$ cat config.mk
export PLATFORM = sky130hd
export DESIGN_NAME = afr_parser
export DESIGN_NICKNAME = d
export VERILOG_FILES = /design/src/rtl/afr_pkg.sv /design/src/rtl/afr_parser.sv
export SDC_FILE = /design/constraint.sdc
export NUM_CORES = 1
export LEC_CHECK = 0
export BUFFER_PORTS_ARGS = -buffer_cell sky130_fd_sc_hd__buf_2
export CORE_MARGIN = 5
export CORE_UTILIZATION = 40
export CTS_BUF_LIST = sky130_fd_sc_hd__clkbuf_8 sky130_fd_sc_hd__clkbuf_16
export DETAILED_ROUTE_END_ITERATION = 8
export PLACE_DENSITY_LB_ADDON = 0.12
export SYNTH_ARGS = -nofsm -noshare
export SYNTH_HDL_FRONTEND = slang
export SYNTH_SLANG_ARGS = --single-unit
export TNS_END_PERCENT = 50
$ cat constraint.sdc
create_clock -name clk -period 4.2 [get_ports clk]
set_input_delay 0.42 -clock clk [delete_from_list [all_inputs] [get_ports clk]]
set_output_delay 0.42 -clock clk [all_outputs]
set_load 0.01 [all_outputs]
$ cat src/rtl/afr_pkg.sv
// ----------------------------------------------------------------------------
// afr_pkg: shared types and constants of the addressed frame receiver
// Phase encoding, header layout, function and register codes, result record.
// ----------------------------------------------------------------------------
package afr_pkg;

	localparam int unsigned HEADER_BYTES = 5;
	localparam int unsigned COUNT_W      = 16;
	localparam int unsigned CFG_INDEX_W  = 8;

	// header positions, as byte counts within the header
	localparam logic [COUNT_W-1:0] HDR_POS_ADDR    = COUNT_W'(1);
	localparam logic [COUNT_W-1:0] HDR_POS_FUNC    = COUNT_W'(2);
	localparam logic [COUNT_W-1:0] HDR_POS_LEN_LO  = COUNT_W'(3);
	localparam logic [COUNT_W-1:0] HDR_POS_LAST    = COUNT_W'(HEADER_BYTES - 1);

	// functions that raise a host notification
	localparam logic [7:0] FUNC_NOTIFY_F1 = 8'hF1;
	localparam logic [7:0] FUNC_NOTIFY_F3 = 8'hF3;

	// notification codes: 0xB1 and 0xB3 on the host side
	localparam logic NOTIFY_CODE_B1 = 1'b0;
	localparam logic NOTIFY_CODE_B3 = 1'b1;

	// configuration register indexes
	localparam logic [CFG_INDEX_W-1:0] REG_NODE_ADDRESS = CFG_INDEX_W'(0);
	localparam logic [CFG_INDEX_W-1:0] REG_START_MARKER = CFG_INDEX_W'(1);

	localparam logic [7:0] NODE_ADDRESS_RESET = 8'd0;
	localparam logic [7:0] START_MARKER_RESET = 8'h3A;

	typedef enum logic [1:0] {
		PH_IDLE    = 2'd0,
		PH_HEADER  = 2'd1,
		PH_PAYLOAD = 2'd2
	} phase_t;

	typedef struct packed {
		logic               payload_valid;
		logic [COUNT_W-1:0] payload_index;
		logic [7:0]         payload_byte;
		logic               header_done;
		logic               address_match;
		logic               frame_done;
		logic               notify_valid;
		logic               notify_code;
		logic [7:0]         subfunction;
		logic [COUNT_W-1:0] frame_length;
	} afr_result_t;

endpackage

$ cat src/rtl/afr_parser.sv
// ----------------------------------------------------------------------------
// afr_parser: frame state machine
// Tracks idle/header/payload phase, captures the header, and builds the
// result record for each byte processed on step.
// ----------------------------------------------------------------------------
module afr_parser
	import afr_pkg::*;
(
	input  logic        clk,
	input  logic        arst_n,
	input  logic        step,
	input  logic [7:0]  rx_byte,
	input  logic [7:0]  node_address,
	input  logic [7:0]  start_marker,
	output afr_result_t result
);

	phase_t             phase_q, phase_d;
	logic [COUNT_W-1:0] count_q, count_d;
	logic [7:0]         function_q, function_d;
	logic [COUNT_W-1:0] length_q, length_d;
	logic [7:0]         first_q, first_d;

	// header store: written before read within every header
	logic [7:0]         hdr_addr_q;
	logic [7:0]         hdr_func_q;
	logic [7:0]         hdr_len_lo_q;

	logic in_payload;
	logic hdr_last;
	logic hdr_match;

	assign in_payload = (count_q < length_q);
	assign hdr_last   = (count_q == HDR_POS_LAST);
	assign hdr_match  = (hdr_addr_q == node_address);

	// next phase
	always_comb begin
		phase_d = phase_q;
		case (phase_q)
			PH_PAYLOAD: begin
				if (!in_payload) begin
					phase_d = PH_IDLE;
				end
			end
			PH_HEADER: begin
				if (hdr_last) begin
					phase_d = hdr_match ? PH_PAYLOAD : PH_IDLE;
				end
			end
			default: begin
				if (rx_byte == start_marker) begin
					phase_d = PH_HEADER;
				end
			end
		endcase
	end

	// result record and data updates
	always_comb begin
		result     = '0;
		count_d    = count_q;
		function_d = function_q;
		length_d   = length_q;
		first_d    = first_q;
		case (phase_q)
			PH_PAYLOAD: begin
				if (in_payload) begin
					result.payload_valid = 1'b1;
					result.payload_index = count_q;
					result.payload_byte  = rx_byte;
					if (count_q == '0) begin
						first_d = rx_byte;
					end
					count_d = count_q + COUNT_W'(1);
				end else begin
					// closing byte: consumed, never a start marker
					result.frame_done   = 1'b1;
					result.subfunction  = first_q;
					result.frame_length = length_q;
					if (function_q == FUNC_NOTIFY_F1) begin
						result.notify_valid = 1'b1;
						result.notify_code  = NOTIFY_CODE_B1;
					end else if (function_q == FUNC_NOTIFY_F3) begin
						result.notify_valid = 1'b1;
						result.notify_code  = NOTIFY_CODE_B3;
					end
				end
			end
			PH_HEADER: begin
				if (hdr_last) begin
					result.header_done   = 1'b1;
					result.address_match = hdr_match;
					if (hdr_match) begin
						function_d = hdr_func_q;
						length_d   = {rx_byte, hdr_len_lo_q};
					end
					count_d = '0;
				end else begin
					count_d = count_q + COUNT_W'(1);
				end
			end
			default: begin
				// marker is the first header byte
				if (rx_byte == start_marker) begin
					count_d = COUNT_W'(1);
				end
			end
		endcase
	end

	// hold control and frame state
	always_ff @(posedge clk or negedge arst_n) begin
		if (!arst_n) begin
			phase_q    <= PH_IDLE;
			count_q    <= '0;
			function_q <= '0;
			length_q   <= '0;
			first_q    <= '0;
		end else if (step) begin
			phase_q    <= phase_d;
			count_q    <= count_d;
			function_q <= function_d;
			length_q   <= length_d;
			first_q    <= first_d;
		end
	end

	// capture header bytes by position
	always_ff @(posedge clk) begin
		if (step && phase_q == PH_HEADER) begin
			if (count_q == HDR_POS_ADDR) begin
				hdr_addr_q <= rx_byte;
			end
			if (count_q == HDR_POS_FUNC) begin
				hdr_func_q <= rx_byte;
			end
			if (count_q == HDR_POS_LEN_LO) begin
				hdr_len_lo_q <= rx_byte;
			end
		end
	end

endmodule

# After elaboration in Yosys (flattened, before gate mapping)
# Cells that the tools add are included.
word_totals:
  regBits: 74
  output_inout_bits: 54
  in_bits: 27
op_classes:
  n_lt_le_gt_ge: 1
  addsub: 1
  n_eq_ne: 13
  reduce_logical: 10
  muxes: 17
op_table:
  columns: ["op", "count"]
  rows:
  - ["27-bit two-way mux", 2]
  - ["25-bit two-way mux", 2]
  - ["16-bit two-way mux", 3]
  - ["16-bit by 2-bit equality test with 1-bit output (second input constant)", 2]
  - ["16-bit case mux with 2 select lines", 1]
  - ["16-bit by 1-bit adder with 16-bit output (second input constant)", 1]
  - ["16-bit by 1-bit equality test with 1-bit output (second input constant)", 1]
  - ["16-bit by 3-bit equality test with 1-bit output (second input constant)", 1]
  - ["8-bit equality test", 2]
  - ["8-bit equality test (second input constant)", 2]
  - ["16-bit zero test", 1]
  - ["16-bit < comparator", 1]
  - ["2-bit two-way mux", 8]
  - ["4-bit AND reduction", 3]
  - ["2-bit != test (second input constant)", 3]
  - ["2-bit AND reduction", 3]
  - ["2-bit case mux with 2 select lines", 1]
  - ["3-bit AND reduction", 1]
  - ["3-bit nonzero test", 1]
  - ["2-bit by 1-bit equality test with 1-bit output (second input constant)", 1]
  - ["2-bit equality test (second input constant)", 1]
  - ["1-bit logical AND", 1]

# Depth between registers and ports, before layout
# Gate-level depths: netlist (run 1).
logic_depth:
  word_depth: 5
  ltp_mapped: 10
  ltp_nobuf: 8

# Least setup slack after synthesis (run 1)
# No wires, ideal clock.
synth_path:
  path_type: "reg-to-output"
  start: "register count_q[1]"
  end: "output port result[44] (netlist bit)"
  path_buffers: 1
  stages_incl_launch_ff: 7
  t_arrival_ps: 2242
  slack_ps: 1538
  required_ps: 3780
  cell_sequence: "dfrtp_1 ha_1 a2111o_1 a32o_1 nor3_1 clkbuf_1 and2_1"
synth_rtl:
  columns: ["element", "line", "source"]
  rows:
  - ["start: declaration", "afr_parser.sv:19", "logic [COUNT_W-1:0] count_q, count_d;"]
  - ["start signal: assignment", "afr_parser.sv:122", "count_q <= count_d;"]
  - ["end: declaration", "afr_parser.sv:15", "output afr_result_t result"]

==> results of run 1 <==
[cells in the final DEF, fill, tap and decap left out, drive strengths merged, types with 3 or more instances in the layout]
master and n:
edfxtp 24, o21ai 8, xnor2 9, or4 3, nand2 13, nand3 5
xor2 7, nor4 7, o41ai 9, clkbuf 9, o31ai 17, and2 52
dfrtp 50, inv 29, buf 85, mux2 34, nor2 22, a21oi 9
nor2b 3, nor3 5, nand2b 3, nand4 9, ha 21, and4 3
[critical path, delay by kind of cell, from the launching register on]
family                   cells  cell delay (ns)
AO/OA/AOI/OAI                3             0.72
flip-flops                   1             0.58
AND/OR/NAND/NOR              2             0.48
buffers and inverters        2             0.43
adder cells (fa/ha/maj)      1             0.30
[where the power goes]
part	leakage, nW	internal, W	switching, W
Combinational	1.26	0.000120	0.000220
Sequential	0.910	0.000788	0.0000334
Clock	0.102	0.000285	0.000306
[state kept, by name, summed over array words and instances, names as in the netlist]
signal / cells
length_q: 16
hdr_len_lo_q: 8
count_q: 16
function_q: 8
first_q: 8
hdr_func_q: 8
phase_q: 2
hdr_addr_q: 8
[final timing paths]
check                           startpoint               to  slack (ns)  depth (start not counted)
max                             count_q[2]       result[50]        0.93                          8
min                                 arst_n       count_q[7]        0.19                          2
max reg2reg                     count_q[2]       count_q[5]        1.17                          7
min reg2reg                hdr_len_lo_q[3]      length_q[3]        0.48                          1
max in group asynchronous           arst_n     length_q[10]        3.55                          2
min in group clk                rx_byte[6]  hdr_len_lo_q[6]        0.39                          1
[per-stage QoR]
step	instance area (um2)	setup slack, ns	hold slack (ns)	std cells
after global placement	4640	1.22	0.459	577
final	4840	0.926	0.188	593
after detailed placement	4640	1.23	0.466	577
after global routing	4840	0.696	0.256	593
after CTS	4840	0.930	0.219	593
after floorplan	4100	1.54	0.124	372
[area by class of cell]
class,instances,area [um2]
fill,991,5340
sequential,74,1970
multi-input combinational,258,1970
timing repair buffer,85,438
tap,136,170
clock buffer,9,124
inverter,24,90.1
clock inverter,7,81.3
[routing by layer]
metal  GRT usage  part of all wire
met1       0.234              0.47
met3      0.0278             0.039
met2       0.284              0.48
met5           0                 0
met4      0.0503             0.013
[logic make-up (layout without fill, tap and decap cells)]
group,Yosys count,in the layout
simple gates,134,134
mux,34,34
fa+ha+maj,21,21
buf+inv,40,125
compound gates,53,53
xor+xnor,16,16
flops,74,74
==> flow_summary.ini, run 1 <==
[logic_synthesis]
yosysTopAreaCell = dfrtp_1
ys_ff_latch = 74
synthSimpleGateAreaFrac = 0.192
synth_compound_area_frac = 0.0927
synthTopCellsByCount = 52 x and2_1, 50 x dfrtp_1, 34 x mux2_2
yosys.cell_count.top_type = and2_1
async_reset_ff_frac = 0.676
syn_inst = 372
ys_seq_area_frac = 0.481
synth_nets = 420
netlist_area_um2 = 4100
synth_top_family_by_area = simple AND/OR/NAND/NOR gates
synth_cell_types = 47
synthAdderAreaFrac = 0.0641
synthMuxAreaShare = 0.0933
yosys_warnings = 0
synth_xor_area_frac = 0.0342
yosysTopAreaCellShare = 0.305
synth-edff-count = 24
syn_avg_cell_area_um2 = 11.0
ys.flop_type = dfrtp_1
synth_area_leaders = dfrtp_1 31%, edfxtp_1 18%, mux2_2 9.3%, and2_1 7.9%, ha_1 6.4%

[sta]
clock.fmax_ghz = 0.305
relSlewSlack = 0.331
hold_viol_final = 0
fin_crit_ns = 3.27
finClkSkew_ns = 0.0101
finalSetupViolCount = 0
worst_pin_slew_ns = 1.00
final.period_utilization = 0.780
final.setup.tns_ns = 0
rsz0062_at_grt = no
drv_slew = 0

[clock_network]
clockBufferDepth = 2
postCtsSetupRepairBufs = 0
cts_tree = done
root_buffer = clkbuf_8
hold_buffers = 0
cts_sinks = 74
clock_latency_ns = 0.35
cts-resized-gates = 0
htreeDepth = 3
cts_made_buffers = 9
clk_pin_slew_ns = 0.09

[global_routing]
grt_overflow = 0
grt_pass1_wl_um = 17000
grt_max_degree = 51
antenna_found_initial = 0
track_usage = 0.172
grt_pass1_vias = 3216

[power]
p_total_w = 0.00175
ir_drop_mv = 0.215
power.leakage_nw = 2.27
p_per_area_nw_per_um2 = 362

[worst_setup_path]
start_kind = flop
crit_path_top_delay_cell = dfrtp_1
slowest_delay_ns = 0.58
crit_path_end_kind = output port
arrival_ns = 2.85
required_ns = 3.78
worstSetupPathType = flop to output port
crit_chain = ha_1, o21ai_0, a211oi_1, a32o_1, nor3_2, buf_4, and2_1, buf_2
crit_fanout = 21

[die]
core-area_um2 = 10200
die_area_um2 = 12400
start_util = 0.403
num_rows = 37
die_h_um = 111
fp.dieW_um = 111
ios = 81

[routing]
drt-total-wl_um = 10300
vias = 3129
drc = 0
ant_nets = 0
drt_iter0_markers = 145
drtPass1Iterations = 4
vias_per_cell = 5.28
wire_per_inst_um = 17.4

[placed_design]
portBuffers = 80
gp_congestion = 0.872
dp_hpwl_um = 7330

[job]
cap_violations = 0

[cells_and_area]
finalNetCount = 500
drive_above_1_share = 0.317
antenna_cells = 0
area_growth_syn_to_layout_pct = 18.0
final_util = 0.475

[min_path]
hold_path.class = input pin to async pin

[run_status]
status = finished, final reports clean
Note: power is estimated with default switching activity, not from simulation.
==> run 2, diff against run 1 <==
--- a/config.mk
+++ b/config.mk
@@ -5,6 +5,7 @@
 export SDC_FILE = /design/constraint.sdc
 export NUM_CORES = 1
 export LEC_CHECK = 0
+export ABC_AREA = 1
 export BUFFER_PORTS_ARGS = -buffer_cell sky130_fd_sc_hd__buf_2
 export CORE_MARGIN = 5
 export CORE_UTILIZATION = 40
==> constraint.sdc (replaced) <==
create_clock -name clk -period 3.05 [get_ports clk]
set_input_delay 0.305 -clock clk [delete_from_list [all_inputs] [get_ports clk]]
set_output_delay 0.305 -clock clk [all_outputs]
set_load 0.01 [all_outputs]
==> run 2 against run 1 <==
Net effect:
- the flow now finishes with violations (negative hold slack)
- first-iteration DRC count up 27%
- sequential cell count unchanged
- clock skew up 0.0038 ns
- clock power up 39%
- combinational power up 38%
- via count up 18%
- highest routed layer unchanged
==> flow_summary.ini, run 2 <==
[logic_synthesis]
synth_nets = 589
synth_area_leaders = dfrtp_1 28%, edfxtp_1 16%, nand2_1 12%, nor2_1 7.2%, ha_1 5.9%
ys_ff_latch = 74
synthMuxAreaShare = 0
netlist_area_um2 = 4420
syn_avg_cell_area_um2 = 8.17
ys_seq_area_frac = 0.446
synth_xor_area_frac = 0.0357
async_reset_ff_frac = 0.676
synth_compound_area_frac = 0.0388
synth-edff-count = 24
syn_inst = 541
synth_cell_types = 31
yosys_warnings = 0
yosysTopAreaCellShare = 0.283
synthTopCellsByCount = 136 x nand2_1, 85 x nor2_1, 64 x inv_1
synthAdderAreaFrac = 0.0595
yosysTopAreaCell = dfrtp_1
synthSimpleGateAreaFrac = 0.336
synth_top_family_by_area = simple AND/OR/NAND/NOR gates
ys.flop_type = dfrtp_1
yosys.cell_count.top_type = nand2_1

[sta]
relSlewSlack = 0.516
worst_pin_slew_ns = 0.726
hold_viol_final = 3
fin_crit_ns = 2.82
finalSetupViolCount = 0
final.setup.tns_ns = 0
fin_hold_ws_ns = -0.00370
clock.fmax_ghz = 0.355
drv_slew = 0
finClkSkew_ns = 0.0139
layout_setup_ws_ns = 0.234
final.period_utilization = 0.923
rsz0062_at_grt = no

[routing]
vias_per_cell = 4.80
ant_nets = 0
wire_per_inst_um = 14.6
drc = 0
drt_iter0_markers = 184
drt-total-wl_um = 11200
drtPass1Iterations = 4
vias = 3683

[die]
core-area_um2 = 10800
die_h_um = 115
num_rows = 38
ios = 81
start_util = 0.408
fp.dieW_um = 115
die_area_um2 = 13200

[power]
power.leakage_nw = 2.55
p_per_area_nw_per_um2 = 467
ir_drop_mv = 0.230

[min_path]
hold_path.class = input pin to async pin

[global_routing]
antenna_found_initial = 0
met3_usage = 0.0284
grt_pass1_wl_um = 18200
grt_overflow = 0
grt_max_degree = 45
grt_pass1_vias = 3670
track_usage = 0.175
met1_usage = 0.229
grtUsageMet2 = 0.300
busiest_layer = met2

[cells_and_area]
antenna_cells = 0
area_growth_syn_to_layout_pct = 16.2
drive_above_1_share = 0.228
reg_top3 = count_q: 16 flops, length_q: 16 flops
final_util = 0.473
layout_common_cells = 136 x nand2_1, 85 x nor2_1, 80 x buf_2, 64 x inv_1, 52 x nand3_1
layout_commonest_cell = nand2_1
finalNetCount = 671

[placed_design]
dp_slack_ns = 0.567
dp_hpwl_um = 8350
portBuffers = 80
gp_congestion = 0.836

[worst_setup_path]
crit_path_start = count_q[9]
path_buf_inv = 2
crit_path_top_delay_cell = dfrtp_1
critPathCapture = result[10]
start_kind = flop
arrival_ns = 2.51
crit_cells = 10
worstReg2RegEnd = count_q[0]
rrSetupSlack_ns = 0.64
crit_fanout = 44
required_ns = 2.74
slowest_delay_ns = 0.47
r2r-start = count_q[9]
cp_top_family = simple AND/OR/NAND/NOR gates
reg2reg_depth = 11
worstSetupPathType = flop to output port
crit_path_end_kind = output port
crit_chain = ha_1, nand2_1, inv_1, o21ai_1, a21oi_1, nor2_2, nand2_2, nand2_4, nor2_1, buf_2

[clock_network]
htreeDepth = 3
clock_latency_ns = 0.36
cts_tree = done
cts_made_buffers = 9
clockBufferDepth = 2
root_buffer = clkbuf_8
clk_pin_slew_ns = 0.10
cts_sinks = 74
postCtsSetupRepairBufs = 0

[job]
cap_violations = 0

[run_status]
status = finished, violations left
violations = negative hold slack
[run 2: per-layer routing]
metal,vias up,wire length [um]
li1,1868,-
met1,1748,5240
met2,59,5560
met3,8,325
met4,0,120
met5,-,0
[run 2: worst min-delay path by stage]
stage                 from          end  slack [ns]  cells after the start
floorplan           arst_n   count_q[0]       0.009                      0
global placement    arst_n  count_q[14]        0.40                      1
detailed placement  arst_n  count_q[14]        0.40                      1
CTS                 arst_n  count_q[14]       0.007                      1
global route        arst_n  count_q[14]        0.04                      1
finish              arst_n   count_q[8]      -0.004                      1
[run 2: per-stage QoR]
stage | instances | total power [W] | hold slack [ns] | area, um2
after floorplan | 541 | 0.00144 | 0.00941 | 4420
after global placement | 752 | 0.00159 | 0.403 | 4920
after detailed placement | 752 | 0.00159 | 0.405 | 4920
after CTS | 768 | 0.00242 | 0.00747 | 5120
after global routing | 768 | 0.00252 | 0.0435 | 5130
final | 768 | 0.00239 | -0.00370 | 5130
[run 2: final cells by class]
cell class	count	area, um2
Timing Repair Buffer	85	438
Fill cell	1142	5710
Clock inverter	7	81.3
Inverter	69	259
Clock buffer	9	124
Multi-Input combinational cell	384	2080
Tap cell	140	175
Sequential cell	74	1970
[run 2: timing repair]
item / in CTS / in global routing
hold endpoints to repair: 0 / 0
resized for setup: 0 / 1
hold buffers: 0 / 0
endpoints found under the setup margin: 0 / 10
[run 2: power by group]
part / switching (W) / internal (W)
sequential: 0.0000334 / 0.00107
combinational: 0.000333 / 0.000135
clock: 0.000429 / 0.000393
total: 0.000796 / 0.00160
[run 2: kinds of logic after synthesis]
kind of cell / after synthesis
XOR/XNOR: 18
AND/OR/NAND/NOR: 318
AO/OA/AOI/OAI: 27
flip-flops: 74
adder cells (fa/ha/maj): 21
buffers and inverters: 83
